[config.mk]
export PLATFORM = sky130hd
export DESIGN_NAME = fk6_lane
export DESIGN_NICKNAME = d
export VERILOG_FILES = /design/src/rtl/assert_macros.svh /design/src/rtl/fk6_pkg.sv /design/src/rtl/fk6_lane.sv
export SDC_FILE = /design/constraint.sdc
export NUM_CORES = 2
export LEC_CHECK = 0
export ABC_AREA = 1
export BUFFER_PORTS_ARGS = -buffer_cell sky130_fd_sc_hd__buf_2
export CORE_MARGIN = 8
export CORE_UTILIZATION = 59
export CTS_CLUSTER_SIZE = 25
export DETAILED_ROUTE_END_ITERATION = 10
export GPL_ROUTABILITY_DRIVEN = 0
export PLACE_DENSITY = 0.76
export SYNTH_ARGS = -nofsm -noshare
export SYNTH_HDL_FRONTEND = slang
export SYNTH_SLANG_ARGS = --single-unit
[constraint.sdc]
create_clock -name clock -period 7.51 [get_ports clock]
set_input_delay 0 -clock clock [delete_from_list [all_inputs] [get_ports clock]]
set_output_delay 0 -clock clock [all_outputs]
set_load 0.01 [all_outputs]
[src/rtl/assert_macros.svh]
// Assertion helpers, clocked on clock, reset is active high.
`ifndef ASSERT_MACROS_SVH
`define ASSERT_MACROS_SVH
`ifndef SYNTH
`define FK6_ASSERT(lbl, prop, msg) \
   lbl: assert property (@(posedge clock) disable iff (reset) prop) else $error(msg);
`define FK6_ASSERT_NR(lbl, prop, msg) \
   lbl: assert property (@(posedge clock) prop) else $error(msg);
`else
`define FK6_ASSERT(lbl, prop, msg)
`define FK6_ASSERT_NR(lbl, prop, msg)
`endif
`endif

[src/rtl/fk6_pkg.sv]
`timescale 1ns / 1ps
package fk6_pkg;

   localparam int TRIG_ITERATIONS_DEF = 24;
   localparam int ROT_FRAC_BITS_DEF   = 30;

   localparam int JOINTS       = 6;
   localparam int ANGLE_W      = 20;
   localparam int LANE_ANGLE_W = 21;
   localparam int LEN_W        = 21;
   localparam int D_W          = 22;
   localparam int LV_W         = 23;
   localparam int POS_ACC_W    = 28;
   localparam int ROT_OUT_W    = 32;
   localparam int POS_OUT_W    = 25;
   localparam int CSR_IDX_W    = 3;

   localparam int TURN_UNITS      = 368640;
   localparam int HALF_UNITS      = 184320;
   localparam int QUARTER_UNITS   = 92160;
   localparam int CORDIC_GAIN_Q30 = 652032874;
   localparam int POS_LIMIT       = 12000000;
   localparam logic signed [31:0] DEG_TO_RAD_Q46 = 32'sd1199381129;

   typedef logic [CSR_IDX_W-1:0] csr_idx_type;
   localparam csr_idx_type REG_BASE_HEIGHT      = 3'd0;
   localparam csr_idx_type REG_SHOULDER_OFFSET  = 3'd1;
   localparam csr_idx_type REG_UPPER_ARM_LENGTH = 3'd2;
   localparam csr_idx_type REG_ELBOW_OFFSET     = 3'd3;
   localparam csr_idx_type REG_FOREARM_LENGTH   = 3'd4;
   localparam csr_idx_type REG_TOOL_LENGTH      = 3'd5;

   typedef logic [2:0] joint_idx_type;
   localparam joint_idx_type JOINT_ONE   = 3'd0;
   localparam joint_idx_type JOINT_TWO   = 3'd1;
   localparam joint_idx_type JOINT_THREE = 3'd2;
   localparam joint_idx_type JOINT_FOUR  = 3'd3;
   localparam joint_idx_type JOINT_FIVE  = 3'd4;
   localparam joint_idx_type JOINT_SIX   = 3'd5;

   typedef struct packed {
      logic [LEN_W-1:0] base_height;
      logic [LEN_W-1:0] shoulder_offset;
      logic [LEN_W-1:0] upper_arm_length;
      logic [LEN_W-1:0] elbow_offset;
      logic [LEN_W-1:0] forearm_length;
      logic [LEN_W-1:0] tool_length;
   } link_cfg_type;

   typedef enum logic [1:0] {
      LANE_IDLE, LANE_SCALE, LANE_ROTATE, LANE_DONE
   } lane_state_type;

   typedef struct packed {
      logic busy;
      logic done;
   } lane_status_type;

   typedef enum logic [1:0] {
      CH_IDLE, CH_RUN, CH_DONE
   } chain_state_type;

   typedef struct packed {
      logic idle;
      logic done;
   } chain_status_type;

   typedef enum logic [3:0] {
      ST_LV_MUL, ST_LV_RND, ST_P0, ST_P1, ST_P2, ST_P3, ST_RA, ST_RB, ST_RC, ST_RD
   } chain_step_type;

   // atan(2^-i) in Q30
   function automatic logic [31:0] atan_q30(input logic [4:0] idx);
      case (idx)
         5'd0:  return 32'h3243F6A8;
         5'd1:  return 32'h1DAC6705;
         5'd2:  return 32'h0FADBAFC;
         5'd3:  return 32'h07F56EA6;
         5'd4:  return 32'h03FEAB76;
         5'd5:  return 32'h01FFD55B;
         5'd6:  return 32'h00FFFAAA;
         5'd7:  return 32'h007FFF55;
         5'd8:  return 32'h003FFFEA;
         5'd9:  return 32'h001FFFFD;
         5'd10: return 32'h000FFFFF;
         5'd11: return 32'h0007FFFF;
         5'd12: return 32'h0003FFFF;
         5'd13: return 32'h0001FFFF;
         5'd14: return 32'h0000FFFF;
         5'd15: return 32'h00007FFF;
         5'd16: return 32'h00003FFF;
         5'd17: return 32'h00001FFF;
         5'd18: return 32'h00000FFF;
         5'd19: return 32'h000007FF;
         5'd20: return 32'h000003FF;
         5'd21: return 32'h000001FF;
         5'd22: return 32'h000000FF;
         5'd23: return 32'h0000007F;
         5'd24: return 32'h0000003F;
         5'd25: return 32'h0000001F;
         5'd26: return 32'h0000000F;
         5'd27: return 32'h00000007;
         5'd28: return 32'h00000003;
         5'd29: return 32'h00000001;
         default: return 32'h00000000;
      endcase
   endfunction

endpackage

[src/rtl/fk6_lane.sv]
`timescale 1ns / 1ps
// One joint: angle reduction, degree to radian scaling, iterative CORDIC.
module fk6_lane
   import fk6_pkg::*;
#(
   parameter int TRIG_ITERATIONS = TRIG_ITERATIONS_DEF,
   parameter int ROT_FRAC_BITS   = ROT_FRAC_BITS_DEF
) (
   input  logic                           clock,
   input  logic                           reset,
   input  logic                           start,
   input  logic                           drain,
   input  logic signed [LANE_ANGLE_W-1:0] angle,
   output lane_status_type                status,
   output logic signed [ROT_FRAC_BITS+1:0] sin_out,
   output logic signed [ROT_FRAC_BITS+1:0] cos_out
);

   localparam int RW    = ROT_FRAC_BITS + 2;
   localparam int ITERS = (TRIG_ITERATIONS < 32) ? TRIG_ITERATIONS : 32;
   localparam int CW    = 34;
   localparam int SH    = 30 - ROT_FRAC_BITS;
   localparam int RED_W = 22;
   localparam int R_W   = 18;
   localparam int IT_W  = 6;
   localparam int PR_W  = 50;
   localparam logic signed [CW-1:0] RND  = CW'((64'(1) << SH) >> 1);
   localparam logic signed [CW-1:0] ONE  = CW'(64'(1) << ROT_FRAC_BITS);
   localparam logic signed [CW-1:0] GAIN = CW'(CORDIC_GAIN_Q30);
   localparam logic signed [RED_W-1:0] TURN    = RED_W'(TURN_UNITS);
   localparam logic signed [RED_W-1:0] HALF    = RED_W'(HALF_UNITS);
   localparam logic signed [RED_W-1:0] QUARTER = RED_W'(QUARTER_UNITS);
   localparam logic signed [PR_W-1:0]  PR_RND  = PR_W'(32768);

   lane_state_type state_ff, state_in;
   logic signed [R_W-1:0] r_ff;
   logic                  neg_ff;
   logic signed [CW-1:0]  x_ff, y_ff, z_ff;
   logic [IT_W-1:0]       iter_ff;

   logic signed [RED_W-1:0] a0, a1, a2, a3, a4;
   logic signed [R_W-1:0]   r_red;
   logic                    neg_red;
   logic signed [PR_W-1:0]  prod;
   logic signed [CW-1:0]    z_scaled;
   logic [4:0]              idx;
   logic signed [CW-1:0]    xs, ys, at;
   logic signed [CW-1:0]    xr, yr;

   // reduce to [-90, 90] degrees, remember the half turn
   always_comb begin
      a0 = RED_W'(angle);
      a1 = (a0 < 0) ? a0 + TURN : a0;
      a2 = (a1 < 0) ? a1 + TURN : a1;
      a3 = (a2 >= TURN) ? a2 - TURN : a2;
      a4 = (a3 >= HALF) ? a3 - TURN : a3;
      if (a4 > QUARTER) begin
         r_red   = R_W'(a4 - HALF);
         neg_red = 1'b1;
      end else if (a4 < -QUARTER) begin
         r_red   = R_W'(a4 + HALF);
         neg_red = 1'b1;
      end else begin
         r_red   = R_W'(a4);
         neg_red = 1'b0;
      end
   end

   assign prod     = PR_W'(r_ff) * PR_W'(DEG_TO_RAD_Q46);
   assign z_scaled = CW'((prod + PR_RND) >>> 16);

   assign idx = iter_ff[4:0];
   assign xs  = x_ff >>> idx;
   assign ys  = y_ff >>> idx;
   assign at  = $signed({{(CW-32){1'b0}}, atan_q30(idx)});

   always_ff @(posedge clock) begin
      if (reset) begin
         state_ff <= LANE_IDLE;
      end else begin
         state_ff <= state_in;
      end
   end

   always_ff @(posedge clock) begin
      unique case (state_ff)
         LANE_IDLE: begin
            r_ff   <= r_red;
            neg_ff <= neg_red;
         end
         LANE_SCALE: begin
            x_ff    <= GAIN;
            y_ff    <= '0;
            z_ff    <= z_scaled;
            iter_ff <= '0;
         end
         LANE_ROTATE: begin
            if (!z_ff[CW-1]) begin
               x_ff <= x_ff - ys;
               y_ff <= y_ff + xs;
               z_ff <= z_ff - at;
            end else begin
               x_ff <= x_ff + ys;
               y_ff <= y_ff - xs;
               z_ff <= z_ff + at;
            end
            iter_ff <= iter_ff + IT_W'(1);
         end
         default: begin
         end
      endcase
   end

   always_comb begin
      state_in = state_ff;
      unique case (state_ff)
         LANE_IDLE:   if (start) state_in = LANE_SCALE;
         LANE_SCALE:  state_in = LANE_ROTATE;
         LANE_ROTATE: if (iter_ff == IT_W'(ITERS - 1)) state_in = LANE_DONE;
         LANE_DONE:   if (drain) state_in = LANE_IDLE;
         default:     state_in = LANE_IDLE;
      endcase
   end

   always_comb begin
      status.busy = (state_ff != LANE_IDLE);
      status.done = (state_ff == LANE_DONE);
   end

   // round to the output fraction, undo the half turn, clamp to +-1
   always_comb begin
      xr = (x_ff + RND) >>> SH;
      yr = (y_ff + RND) >>> SH;
      if (neg_ff) begin
         xr = -xr;
         yr = -yr;
      end
      if (xr > ONE) xr = ONE;
      else if (xr < -ONE) xr = -ONE;
      if (yr > ONE) yr = ONE;
      else if (yr < -ONE) yr = -ONE;
      cos_out = RW'(xr);
      sin_out = RW'(yr);
   end

endmodule

==> flow_metrics.env <==
export IMPL_antenna_found_initial=0
export IMPL_clock_root_buffer="clkbuf_16"
export IMPL_syn_inst=4005
export IMPL_clk_latency_ns=0.51
export IMPL_io_pins=91
export IMPL_drv_slew=0
export IMPL_path_cells="fa_1, fa_1, inv_1, fa_1, fa_1, inv_1, fa_1, fa_1, ha_1, nand2_1, nor2_1, inv_1, nor4_1, nand3_1, nand3_1, a21oi_1, o21ai_0, nand2_1"
export IMPL_maxCapViolations=0
export IMPL_critPathMaxFanout=9
export IMPL_core_area_um2=47500
export IMPL_wl_met2_um=36400
export IMPL_worst_pin_slew_ns=1.18
export IMPL_status="complete, no violations"
export IMPL_cts_buffers=17
export IMPL_start_util_pct=59.5
export IMPL_fin_crit_ns=6.46
export IMPL_first_pass_iters=8
export IMPL_die_area_um2=55200
export IMPL_vias_per_cell=5.79
export IMPL_cts_tree="built"
export IMPL_crit_path_end_kind="register"
export IMPL_crit_slowest_cell="fa_1"
export IMPL_grt_max_degree=114
export IMPL_max_slew_margin_pct=21.6
export IMPL_synth_top_area_share_pct=14.7
export IMPL_antenna_cells=0
export IMPL_dpl_hpwl_um=65700
export IMPL_avgSynthCellArea_um2=7.07
export IMPL_final_antenna_net_count=0
export IMPL_row_count=80
export IMPL_clk_pin_slew_ns=0.08
export IMPL_max_stage_delay_ns=0.66
export IMPL_fmax_ghz=0.155
export IMPL_yosysMostFrequentCell="nand2_1"
export IMPL_cts_sinks=159
export IMPL_fin_tns_setup_ns=0
export IMPL_cts_resized=0
export IMPL_port_buffer_count=90
export IMPL_grt_pass1_vias=25700
export IMPL_fp_dieW_um=235
export IMPL_final_util_pct=63.2
export IMPL_multi_input_area_um2=21100
export IMPL_crit_path_frequent_cell="fa_1"
export IMPL_grt_pass1_wl_um=133000
export IMPL_synthToLayoutAreaGrowth_pct=6.07
export IMPL_grt_usage_pct=29.4
export IMPL_die_h_um=235
export IMPL_synth_edf_count=127
export IMPL_synth_seq_area_share_pct=15.7
export IMPL_yosys_warnings=0
export IMPL_m1WireLength_um=35700
export IMPL_hold_class="input port to register"
export IMPL_top_layer_used="met4"
export IMPL_htree_levels=4
export IMPL_fin_crit_sh_pct=86.0
export IMPL_crit_type="register to register"
export IMPL_syn_area_um2=28300
export IMPL_yosysUniqueCellTypes=64
export IMPL_drt_total_wl_um=81900
export IMPL_syn_nets=4541
export IMPL_arrival_ns=6.70
export IMPL_synth_seq_cells=159
export IMPL_ys_flop_type="edfxtp_1"
export IMPL_hold_viol_final=0
export IMPL_cts_buffer_depth=2
export IMPL_rsz0062_at_grt="no"
export IMPL_wl_met3_um=6310
export IMPL_finalClockSkew_ns=0.0245
export IMPL_vias=27000
export IMPL_cp_start_kind="register"
export IMPL_yosys_top_cells_area="ha_1 15%, edfxtp_1 13%, fa_1 13%"
export IMPL_drt_iter0_drc=2970
export IMPL_crit_required_ns=7.75
export IMPL_drive_gt1_share_pct=6.10
export IMPL_postCtsSetupBuffers=0
export IMPL_async_reset_ff_share_pct=0
export IMPL_synthTopCellsByCount="783 x nand2_1, 610 x inv_1, 405 x nor2_1"
export IMPL_setup_violations=0
export IMPL_overflow=0
export IMPL_post_drt_wl_per_cell_um=17.6
export IMPL_seq_area_um2=4450
export IMPL_yosysTopAreaCell="ha_1"
export IMPL_fillers=4383
export IMPL_drc=0
export IMPL_nets=4573
[critical path: cells and delay by family (launching register included)]
family                     cells  cell delay [ns]
AOI/OAI and AO/OA              2             0.25
and+or+nand+nor                6             1.34
adders and majority gates      7             3.73
DFF                            1             0.65
buffers and inverters          3             0.22
[path summary, 6_finish.rpt]
path	from	end	slack, ns	cells past startpoint
worst min register to register	state_ff[0]$_SDFFE_PP0P_	state_ff[0]$_SDFFE_PP0P_	0.52	2
worst min-delay path	start	state_ff[0]$_SDFFE_PP0P_	0.09	4
worst max register to register	r_ff[13]$_DFFE_PN_	z_ff[30]$_DFFE_PN_	1.05	18
worst max-delay path	r_ff[13]$_DFFE_PN_	z_ff[30]$_DFFE_PN_	1.05	18
[final cells by class]
| cell class | instances | share of cell area [%] |
|---|---|---|
| clock inverters | 13 | 0.433 |
| multi-input cells | 3099 | 70.1 |
| inverters | 632 | 7.90 |
| well taps | 615 | 2.56 |
| clock buffers | 19 | 1.55 |
| flip-flops and latches | 159 | 14.8 |
| repair buffers | 128 | 2.61 |
[per-stage QoR]
step / setup slack [ns] / cells / hold slack (ns) / instance area, um2
2_1_floorplan: 1.76 / 4005 / 0.0785 / 28300
3_3_place_gp: 1.07 / 4619 / 0.190 / 29300
3_5_place_dp: 1.09 / 4619 / 0.190 / 29300
4_1_cts: 1.08 / 4665 / 0.0544 / 30000
5_1_grt: 0.437 / 4665 / 0.124 / 30000
6_report: 1.05 / 4665 / 0.0935 / 30000
[sequential cells by signal (all words and copies together) (netlist names)]
register,cells
at,30
neg_ff,1
z_ff,34
state_ff,2
iter_ff,6
y_ff,34
x_ff,34
r_ff,18
[per-layer routing]
layer,global-route usage (%),vias up
met5,0,-
met4,13.1,0
met3,5.29,243
met2,46.7,1173
met1,38.8,12400
li1,-,13200
[cells by family after synthesis]
family | synth area share, %
XOR/XNOR | 5.87
flip-flops | 15.7
adder cells (fa/ha/maj) | 27.3
multiplexers | 2.05
buffers and inverters | 10.1
AND/OR/NAND/NOR | 21.9
AO/OA/AOI/OAI | 17.0
[timing repair]
action | 4_1_cts | 5_1_grt
hold endpoints to repair | 15 | 0
setup endpoints to repair | 0 | 0
hold buffers | 14 | 0
[layout by cell type, fill, tap and decap left out, types with 23 or more instances in the layout]
cell / count
fa_1: 179
mux2i_1: 58
nand3_1: 96
xnor2_1: 43
nand2_1: 783
a21oi_1: 313
dfxtp_1: 32
o211ai_1: 25
buf_4: 23
o21a_1: 47
ha_1: 330
inv_1: 610
o21ai_0: 342
or2_2: 30
nand4_1: 27
buf_2: 90
nor2_1: 405
nor3_1: 64
a31oi_1: 27
edfxtp_1: 127
xor2_1: 143
Power is not shown: default switching activity piles up to over one toggle a cycle in this logic, so the estimate is an artifact.
